$ cat config.mk
export PLATFORM = sky130hd
export DESIGN_NAME = htw_front
export DESIGN_NICKNAME = d
export VERILOG_FILES = /design/src/hdl/htw_pkg.sv /design/src/hdl/htw_front.sv
export SDC_FILE = /design/constraint.sdc
export NUM_CORES = 1
export LEC_CHECK = 0
export BUFFER_PORTS_ARGS = -buffer_cell sky130_fd_sc_hd__buf_2
export CAP_MARGIN = 20
export CORE_MARGIN = 4
export CORE_UTILIZATION = 49
export CTS_CLUSTER_SIZE = 14
export DETAILED_ROUTE_END_ITERATION = 10
export PLACE_DENSITY = 0.83
export RECOVER_POWER = 100
export REMOVE_ABC_BUFFERS = 1
export SYNTH_ARGS = -nofsm -noshare
export SYNTH_HDL_FRONTEND = slang
export SYNTH_SLANG_ARGS = --single-unit
$ cat constraint.sdc
create_clock -name clk -period 5.35 [get_ports clk]
set_clock_uncertainty 0.15 [all_clocks]
set_input_delay 1.07 -clock clk [delete_from_list [all_inputs] [get_ports clk]]
set_output_delay 1.07 -clock clk [all_outputs]
set_load 0.01 [all_outputs]
$ cat src/hdl/htw_pkg.sv
// Package with the shared types and constants of the timer wheel.
`timescale 1ns / 1ps
`default_nettype none
package htw_pkg;
  localparam int SLOT_COUNT = 64;
  localparam int SLOT_DEPTH = 8;
  localparam int ID_WIDTH = 16;
  localparam int N_ENTRIES = SLOT_COUNT * SLOT_DEPTH;
  localparam int SLOT_W = $clog2(SLOT_COUNT);
  localparam int DEPTH_W = (SLOT_DEPTH > 1) ? $clog2(SLOT_DEPTH) : 1;
  localparam int ENTRY_W = $clog2(N_ENTRIES);
  localparam int QUEUE_DEPTH = 2;

  typedef enum logic [1:0] {
    ACT_TICK = 2'd0,
    ACT_ADD = 2'd1,
    ACT_REMOVE = 2'd2,
    ACT_NONE = 2'd3
  } action_t;

  typedef enum logic [2:0] {
    KIND_EXPIRED = 3'd0,
    KIND_ADD_OK = 3'd1,
    KIND_SLOT_FULL = 3'd2,
    KIND_REMOVED = 3'd3,
    KIND_NOT_FOUND = 3'd4
  } kind_t;

  // One classified command as it travels from the front end to the engine.
  typedef struct packed {
    action_t action;
    logic [ID_WIDTH-1:0] id;
    logic [15:0] delay;
  } cmd_t;
endpackage
`default_nettype wire

$ cat src/hdl/htw_front.sv
// Front end: takes input beats, drops unused actions and queues commands.
`timescale 1ns / 1ps
`default_nettype none
module htw_front import htw_pkg::*; (
  input wire logic clk,
  input wire logic rst_n,
  input wire logic in_valid,
  output logic in_stall,
  input wire logic [1:0] in_action,
  input wire logic [15:0] in_timer_id,
  input wire logic [15:0] in_delay_ticks,
  output logic cmd_valid,
  input wire logic cmd_take,
  output cmd_t cmd
);
  localparam int QW = $clog2(QUEUE_DEPTH);

  cmd_t q_r [QUEUE_DEPTH];
  logic [QW-1:0] wp_r, rp_r;
  logic [QW:0] cnt_r;
  logic push, pop;

  // Unused action code is accepted and discarded.
  assign in_stall = (cnt_r == (QW+1)'(QUEUE_DEPTH));
  assign push = in_valid && !in_stall && (in_action != ACT_NONE);
  assign pop = cmd_take && cmd_valid;
  assign cmd_valid = (cnt_r != '0);
  assign cmd = q_r[rp_r];

  // Queue storage.
  always_ff @(posedge clk) begin
    if (push) begin
      q_r[wp_r] <= '{action: action_t'(in_action),
                     id: in_timer_id[ID_WIDTH-1:0], delay: in_delay_ticks};
    end
  end

  // Queue pointers.
  always_ff @(posedge clk) begin
    if (!rst_n) begin
      wp_r <= '0;
      rp_r <= '0;
      cnt_r <= '0;
    end else begin
      if (push) wp_r <= wp_r + 1'b1;
      if (pop) rp_r <= rp_r + 1'b1;
      cnt_r <= cnt_r + (QW+1)'(push) - (QW+1)'(pop);
    end
  end
endmodule
`default_nettype wire

==> results of run 1 <==
area by class of cell:
type / count / area (µm²) / area share
well taps: 72 / 90.1 / 0.0267
inverters: 2 / 7.51 / 0.00222
clock inverters: 7 / 119 / 0.0352
clock buffers: 9 / 124 / 0.0367
multi-input cells: 53 / 542 / 0.160
flip-flops and latches: 73 / 2140 / 0.634
repair buffers: 74 / 354 / 0.105
state kept, by name, summed over array words and instances, names as in the netlist, named ones only:
signal / cells
cnt_r: 2
q_r: 68
rp_r: 1
wp_r: 1
tightest hold or removal path: stages, from the launching register on:
cell and delay [ns]:
dfxtp_1 0.33, nand2_1 0.06, mux2i_1 0.06
cells in the final DEF, fill, tap and decap left out, types with 3 or more instances in the layout:
cell type   n
nor2b_1     3
edfxtp_1   68
nand2_1     3
clkbuf_1   25
buf_2      48
xnor2_1     3
dfxtp_1     5
mux2_1     23
mux2_2      4
mux2_4      7
clkbuf_8    9
bufinv_16   3
cells by family (layout without fill, tap and decap cells):
group / after synthesis / after routing
flops: 73 / 73
mux: 35 / 35
simple gates: 12 / 12
buf+inv: 6 / 92
xor+xnor: 3 / 3
fa+ha+maj: 2 / 2
compound gates: 1 / 1
how the worst min path moves through the flow:
stage,startpoint,to,slack [ns],depth (start not counted)
global route,wp_r,wp_r,0.40,2
CTS,wp_r,wp_r,0.37,2
floorplan,wp_r,wp_r,0.30,2
global placement,wp_r,wp_r,0.34,2
detailed placement,wp_r,wp_r,0.36,2
finish,wp_r,wp_r,0.34,2
power by group through the flow:
stage               Clock (µW)  Sequential (µW)  Combinational [µW]
floorplan                    0              770                 266
global placement             0              784                 379
detailed placement           0              787                 383
CTS                        515              776                 385
global route               543              752                 377
finish                     502              743                 341
through the flow:
step | hold WS (ns) | util | total power (µW) | setup slack (ns)
2_1_floorplan | 0.301 | - | 1040 | 2.07
3_3_place_gp | 0.340 | 0.583 | 1160 | 2.50
3_5_place_dp | 0.364 | 0.583 | 1170 | 2.51
4_1_cts | 0.373 | 0.626 | 1680 | 2.12
5_1_grt | 0.395 | 0.602 | 1670 | 1.22
6_report | 0.343 | 0.602 | 1590 | 1.51
per-layer routing:
| metal | wire (µm) | up-vias | GRT usage |
|---|---|---|---|
| met2 | 2090 | 60 | 0.210 |
| met1 | 1920 | 652 | 0.165 |
| li1 | - | 665 | - |
| met3 | 379 | 8 | 0.0412 |
| met4 | 51 | 0 | 0.0604 |
| met5 | 0 | - | 0 |
==> results.py, run 1 <==
metrics = {
    "clock_network": {
        "cts_tree": "built",
        "cts_sinks": 73,
        "post_cts_buffers": 0,
        "cts_buffer_depth": 2,
        "insertion_delay_ns": 0.33,
        "clock-root-buffer": "clkbuf_8",
        "cts.hold.buffers_added": 0,
        "path_clk_slew_ns": 0.07,
        "numCtsBuffers": 9,
        "cts_htree_levels": 3,
        "ctsResizeCount": 0,
    },
    "synth": {
        "yosysMostFrequentCell": "edfxtp_1",
        "netlist_top_cells_count": "68 x edfxtp_1, 30 x mux2_4, 5 x dfxtp_1",
        "ys_types": 18,
        "synth-seq-cells": 73,
        "ys_seq_area_frac": 0.747,
        "synth_compound_area_frac": 0.00262,
        "synth_top_family_by_area": "multiplexers",
        "yosys.area_share.simple": 0.0292,
        "synth_xor_area_frac": 0.00916,
        "syn-instance-count": 132,
        "async_flop_share": 0,
        "synthMuxAreaShare": 0.176,
        "ys.flop_type": "edfxtp_1",
        "synth_area_um2": 2870,
        "synthTopCellsByArea": "edfxtp_1 71%, mux2_4 16%, dfxtp_1 3.5%, buf_12 2.1%, mux2_2 1.6%",
        "synth_top_area_share": 0.712,
        "synth_fa_ha_area_frac": 0.00872,
        "yosysWarnings": 0,
        "synth_area_per_cell_um2": 21.7,
        "yosysTopAreaCell": "edfxtp_1",
        "synth_enable_flop_cells": 68,
    },
    "drt": {
        "wl_per_cell_um": 15.3,
        "ant_nets": 0,
        "avgViaCountPerCell": 4.78,
        "vias": 1385,
        "drc": 0,
        "drtIter0Drc": 50,
        "totalWireLength_um": 4450,
        "firstDrtPassIters": 4,
    },
    "floorplanning": {
        "row_count": 27,
        "ios": 74,
        "die-height_um": 84.5,
        "fp.dieW_um": 84.5,
        "die_area_um2": 7140,
        "core_um2": 5610,
        "initial_core_util": 0.512,
    },
    "sta": {
        "rsz0062_at_grt": "no",
        "setup_violations": 0,
        "tns_ns": 0,
        "timing.fmax_mhz": 260,
        "finalCriticalPeriod_ns": 3.84,
        "slew-limit-headroom": -0.933,
        "fin_crit_sh": 0.718,
        "finalHoldViolCount": 0,
        "tightest_slew_ns": 2.89,
        "report.final.slew_viol_count": 70,
    },
    "global_routing": {
        "grt-ovfl-total": 0,
        "grt_antenna_before_repair": 0,
        "grt_first_pass_wirelength_um": 7190,
        "grt_max_degree": 35,
        "grtUsageTotal": 0.132,
        "grt_pass1_vias": 1500,
    },
    "critical_path": {
        "path_delay_family": "simple AND/OR/NAND/NOR gates",
        "critPathLaunchType": "input pin",
        "r2r_setup_slack_ns": 1.84,
        "endpoint": "q_r[0][18]",
        "cp.depth": 4,
        "cp_slowest_stage_delay_ns": 2.16,
        "critPathSlowestCell": "nor2_1",
        "crit_start": "in_action[1]",
        "crit_type": "in -> reg",
        "cp.required_ns": 5.08,
        "r2r_cells": 3,
        "endpoint_kind": "flip-flop",
        "path_buf_inv": 1,
        "cp_cell_sequence": "clkbuf_1, nand2_1, nand3b_1, nor2_1",
        "critPathArrivalTime_ns": 3.57,
        "crit-reg2reg-launch": "cnt_r[1]",
        "reg2reg_to": "q_r[0][18]",
        "path_max_fanout": 34,
    },
    "placed_design": {
        "place_congestion": 0.647,
        "port_buffers": 73,
        "dp_hpwl_um": 2920,
        "placedCellCount": 273,
        "placed_area_um2": 3270,
    },
    "cells_and_area": {
        "nets": 253,
        "n_antenna_cell": 0,
        "final_cells": 290,
        "synthToLayoutAreaGrowth_pct": 17.7,
        "drive_gt1_frac": 0.353,
        "stdcell_area_um2": 3380,
        "n_fill_cell": 440,
    },
    "pwr": {
        "ir_drop_v": 0.000215,
        "powerDensity_nw_per_um2": 469,
        "combPwrFrac": 0.215,
        "p_clk_frac": 0.317,
        "power_frac_seq": 0.468,
        "swShare": 0.254,
        "p_leak_uw": 0.00124,
        "p_sw_uw": 403,
        "p_int_uw": 1180,
    },
    "worst_hold_path": {
        "hold_path.class": "reg -> reg",
    },
    "outcome": {
        "violations": "capacitance limit, slew limit",
        "outcome": "finished with violations",
    },
    "flow_run": {
        "maxCapViolations": 2,
    },
}
No activity file was read; power rests on OpenSTA's default activity.
==> inputs of run 2 (changes only) <==
- ABC_AREA: default -> 1
- CORE_UTILIZATION: 49 -> 47
- clock period: 5.35 -> 3.5 ns (I/O delays scaled with it)
==> run 2 against run 1 <==
Against the previous run:
- the flow still finishes with violations (capacitance limit, slew limit)
- clock power grew 34%
- critical path depth grew 3
- flip-flop and latch count is the same
- routed wire length grew 3.6%
- first-iteration DRC count grew 20%
- critical path type unchanged
==> results.py, run 2 <==
metrics = {
    "global_routing": {
        "grtUsageTotal": 0.129,
        "grt.busiest_layer": "met2",
        "grt-ovfl-total": 0,
        "grt_use_met2": 0.225,
        "gr-usage-met1": 0.145,
        "grt_first_pass_wirelength_um": 7090,
        "grt_max_degree": 35,
        "grt_pass1_vias": 1452,
        "grt_use_met3": 0.0365,
        "grt_antenna_before_repair": 0,
    },
    "sta": {
        "timing.fmax_mhz": 345,
        "finalCriticalPeriod_ns": 2.90,
        "finalHoldViolCount": 0,
        "hold_ws_ns": 0.376,
        "fin_ws_ns": 0.598,
        "fin_crit_sh": 0.829,
        "slew-limit-headroom": -0.302,
        "report.final.slew_viol_count": 70,
        "tns_ns": 0,
        "tightest_slew_ns": 1.95,
        "rsz0062_at_grt": "no",
        "setup_violations": 0,
    },
    "flow_run": {
        "maxCapViolations": 2,
    },
    "placed_design": {
        "place_congestion": 0.726,
        "dp_hpwl_um": 3310,
        "preCtsSetupSlack_ns": 1.20,
        "port_buffers": 73,
    },
    "floorplanning": {
        "ios": 74,
        "row_count": 28,
        "die-height_um": 86.1,
        "core_um2": 5920,
        "die_area_um2": 7410,
        "fp.dieW_um": 86.1,
        "initial_core_util": 0.484,
    },
    "drt": {
        "firstDrtPassIters": 4,
        "drtIter0Drc": 60,
        "wl_per_cell_um": 14.9,
        "totalWireLength_um": 4600,
        "vias": 1450,
        "drc": 0,
        "avgViaCountPerCell": 4.69,
        "ant_nets": 0,
    },
    "pwr": {
        "p_leak_uw": 0.00124,
        "ir_drop_v": 0.000382,
        "powerDensity_nw_per_um2": 676,
    },
    "critical_path": {
        "critPathArrivalTime_ns": 2.66,
        "critPathLaunchType": "input pin",
        "cp.required_ns": 3.26,
        "path_max_fanout": 34,
        "endpoint_kind": "flip-flop",
        "crit_type": "in -> reg",
    },
    "cells_and_area": {
        "n_fill_cell": 512,
        "regMostFlops": "q_r",
        "drive_gt1_frac": 0.295,
        "final_util": 0.566,
        "layout_common_cells": "68 x edfxtp_1, 45 x buf_2, 33 x clkbuf_1",
        "layout_commonest_cell": "edfxtp_1",
        "synthToLayoutAreaGrowth_pct": 17.0,
        "n_antenna_cell": 0,
        "largest_registers": "q_r (68), cnt_r (2)",
        "nets": 269,
        "largest_reg_flops": 68,
    },
    "synth": {
        "ys_seq_area_frac": 0.748,
        "yosysWarnings": 0,
        "synth-seq-cells": 73,
        "synthTopCellsByArea": "edfxtp_1 71%, mux2_4 16%, dfxtp_1 3.5%, buf_12 2.1%, mux2_2 1.6%",
        "synth_area_per_cell_um2": 19.8,
        "ys.flop_type": "edfxtp_1",
        "ys_types": 14,
        "netlist_top_cells_count": "68 x edfxtp_1, 30 x mux2_4, 10 x nand2_1",
        "yosysMostFrequentCell": "edfxtp_1",
        "async_flop_share": 0,
        "yosysTopAreaCell": "edfxtp_1",
        "synth_area_um2": 2860,
        "synth_top_area_share": 0.713,
        "syn-instance-count": 145,
        "synth_enable_flop_cells": 68,
    },
    "clock_network": {
        "cts_tree": "built",
        "path_clk_slew_ns": 0.07,
        "clock-root-buffer": "clkbuf_8",
        "cts_sinks": 73,
        "numCtsBuffers": 9,
        "insertion_delay_ns": 0.32,
        "cts_htree_levels": 3,
        "ctsResizeCount": 0,
        "cts.hold.buffers_added": 0,
        "cts_buffer_depth": 2,
        "post_cts_buffers": 0,
    },
    "worst_hold_path": {
        "hold_path.class": "reg -> reg",
    },
    "outcome": {
        "outcome": "finished with violations",
        "violations": "capacitance limit, slew limit",
    },
}
## run 2: cells by family (layout without fill, tap and decap cells)
family / after synthesis / count (layout) / share of synthesized area
muxes: 34 / 34 / 0.173
and+or+nand+nor: 22 / 22 / 0.0306
DFF: 73 / 73 / 0.748
buffers and inverters: 12 / 101 / 0.0354
AOI/OAI and AO/OA: 2 / 2 / 0.00437
adders and majority gates: 2 / 2 / 0.00874
## run 2: per-stage QoR
stage | area, µm² | cells | total power (µW)
2_1_floorplan | 2790 | 141 | 1520
5_1_grt | 3350 | 309 | 2400
3_3_place_gp | 3290 | 293 | 1700
4_1_cts | 3500 | 309 | 2400
3_5_place_dp | 3290 | 293 | 1720
6_report | 3350 | 309 | 2260
## run 2: final cells by class
cell class / count / area (µm²) / area share
flip-flops and latches: 73 / 2140 / 0.640
multi-input cells: 60 / 527 / 0.157
repair buffers: 77 / 345 / 0.103
clock buffers: 10 / 128 / 0.0381
well taps: 75 / 93.8 / 0.0280
clock inverters: 6 / 82.6 / 0.0247
inverters: 8 / 30.0 / 0.00897
## run 2: final timing paths
path                start          to  slack (ns)  cells after the start
max reg2reg      cnt_r[1]  q_r[0][27]        0.70                      6
min reg2reg          rp_r   flip-flop        0.38                      2
max          in_action[0]  q_r[0][27]        0.60                      7
min                  rp_r   flip-flop        0.38                      2
## run 2: report_power, final
group	internal [µW]	total (µW)	switching, µW	leakage, µW
clock network	398	673	275	0.000106
logic	202	461	259	0.000464
registers	1080	1130	53.6	0.000671
total	1680	2260	588	0.00124
## run 2: critical path, stage by stage
cell and delay, ns:
clkbuf_1 0.10, nand2_1 0.09, nand2_1 0.05, nor2_1 0.12, inv_1 0.10, nor2_4 0.07, clkbuf_1 1.40
## run 2: per-layer routing
layer,up-vias,share of wire
met5,-,0
met4,0,0.0093
li1,710,-
met1,684,0.40
met3,5,0.081
met2,51,0.50
==> inputs of run 3 (changes only) <==
- ABC_AREA: 1 -> 0
- clock period: 3.5 -> 2.3 ns (I/O delays scaled with it)
==> run 3 against run 2 <==
Against the previous run:
- the run now ends clean
- critical path depth shrank 4
- setup slack lost 0.37 ns
- final cell count shrank 4.5%
- utilization grew 0.68 points
- largest cell class unchanged
==> results.py, run 3 (synthesized netlist as in run 1, its figures left out) <==
metrics = {
    "outcome": {
        "outcome": "finished, final reports clean",
    },
    "clock_network": {
        "numCtsBuffers": 9,
        "clock-root-buffer": "clkbuf_8",
        "ctsResizeCount": 0,
        "cts_buffer_depth": 2,
        "insertion_delay_ns": 0.32,
        "cts_tree": "built",
        "path_clk_slew_ns": 0.08,
        "cts_sinks": 73,
        "cts.hold.buffers_added": 0,
        "cts_htree_levels": 3,
        "post_cts_buffers": 0,
    },
    "sta": {
        "slew-limit-headroom": 0.682,
        "setup_violations": 0,
        "finalCriticalPeriod_ns": 2.07,
        "timing.fmax_mhz": 483,
        "hold_ws_ns": 0.167,
        "tns_ns": 0,
        "finalHoldViolCount": 0,
        "report.final.slew_viol_count": 0,
        "fin_crit_sh": 0.901,
        "fin_ws_ns": 0.228,
        "rsz0062_at_grt": "no",
        "tightest_slew_ns": 0.477,
    },
    "floorplanning": {
        "ios": 74,
        "core_um2": 5920,
        "fp.dieW_um": 86.1,
        "row_count": 28,
        "initial_core_util": 0.485,
        "die_area_um2": 7420,
        "die-height_um": 86.1,
    },
    "cells_and_area": {
        "ff_latch_area_um2": 2140,
        "synthToLayoutAreaGrowth_pct": 18.1,
        "n_antenna_cell": 0,
        "regMostFlops": "q_r",
        "final_cells": 295,
        "largest_reg_flops": 68,
        "n_fill_cell": 488,
        "largest_registers": "q_r (68), cnt_r (2)",
        "nets": 256,
        "layout_commonest_cell": "edfxtp_1",
        "drive_gt1_frac": 0.345,
        "layout_common_cells": "68 x edfxtp_1, 51 x buf_2, 28 x mux2_1",
        "multi_input_area_um2": 523,
    },
    "drt": {
        "ant_nets": 0,
        "firstDrtPassIters": 4,
        "avgViaCountPerCell": 4.80,
        "drc": 0,
        "drtIter0Drc": 76,
        "totalWireLength_um": 4550,
        "met3_length_um": 391,
        "maxUsedRoutingLayer": "met4",
        "vias": 1416,
        "route.met2.wl_um": 2160,
        "met1_length_um": 1920,
        "wl_per_cell_um": 15.4,
    },
    "placed_design": {
        "placedCellCount": 280,
        "port_buffers": 73,
        "place_congestion": 0.674,
        "dp_hpwl_um": 3070,
        "preCtsSetupSlack_ns": 0.274,
    },
    "critical_path": {
        "crit_type": "reg -> out",
        "path_delay_family": "buffers and inverters",
        "endpoint_kind": "primary output",
        "cp_cell_sequence": "buf_4, mux2_1, buf_2",
        "critPathSlowestCell": "mux2_1",
        "cp_slowest_stage_delay_ns": 0.37,
        "critPathLaunchType": "flip-flop",
        "path_max_fanout": 19,
        "cp.required_ns": 1.69,
        "path_buf_inv": 2,
        "critPathArrivalTime_ns": 1.46,
    },
    "global_routing": {
        "grt-ovfl-total": 0,
        "grtUsageTotal": 0.125,
        "grt_first_pass_wirelength_um": 6840,
        "grt_pass1_vias": 1445,
        "grt_max_degree": 33,
        "grt_antenna_before_repair": 0,
    },
    "pwr": {
        "p_clk_frac": 0.333,
        "ir_drop_v": 0.000772,
        "p_leak_uw": 0.00125,
        "swShare": 0.245,
        "power_frac_seq": 0.450,
        "powerDensity_nw_per_um2": 1100,
        "p_int_uw": 2820,
        "total_power_uw": 3740,
        "combPwrFrac": 0.217,
        "p_sw_uw": 917,
    },
    "flow_run": {
        "maxCapViolations": 0,
    },
    "worst_hold_path": {
        "hold_path.class": "in -> reg",
    },
}
-- run 3: cell types whose count changed in the layout (fill, tap and decap cells not counted), sizes merged, moves of 2 or more --
cell	delta
clkbuf	-9
buf	+8
nand2	-7
nor2	-7
inv	-6
nor2b	+3
xnor2	+3
and2	+2
bufinv	+2
clkinv	-2
nand3	-2
-- run 3: cell type report --
class	count	share of cell area
inverters	2	0.00221
multi-input cells	53	0.154
well taps	75	0.0277
repair buffers	77	0.109
clock inverters	6	0.0388
flip-flops and latches	73	0.632
clock buffers	9	0.0365
-- run 3: metrics by stage --
step                 util  cell area [µm²]
floorplan               -             2800
global placement    0.562             3330
detailed placement  0.562             3330
CTS                 0.605             3580
global route        0.572             3390
finish              0.572             3390
-- run 3: power by group through the flow --
| stage | logic [µW] | clock network, µW | registers (µW) |
|---|---|---|---|
| after global placement | 1020 | 0 | 1710 |
| after detailed placement | 1040 | 0 | 1720 |
| after floorplan | 620 | 0 | 1790 |
| after CTS | 1040 | 1270 | 1700 |
| after global routing | 893 | 1340 | 1700 |
| final | 812 | 1250 | 1680 |
-- run 3: routing by layer --
layer  vias to the layer above  track usage
met5                         -            0
met4                         0       0.0604
met3                        10       0.0432
met2                        57        0.205
met1                       679        0.148
li1                        670            -
-- run 3: final timing paths --
kind / from / slack [ns] / depth (start not counted) / end
hold reg to reg: wp_r / 0.35 / 2 / wp_r
hold / removal: in_timer_id[5] / 0.17 / 1 / q_r[1][21]
setup / recovery: flip-flop / 0.23 / 3 / cmd[17]
setup reg to reg: cnt_r[1] / 0.27 / 4 / q_r[0][2]
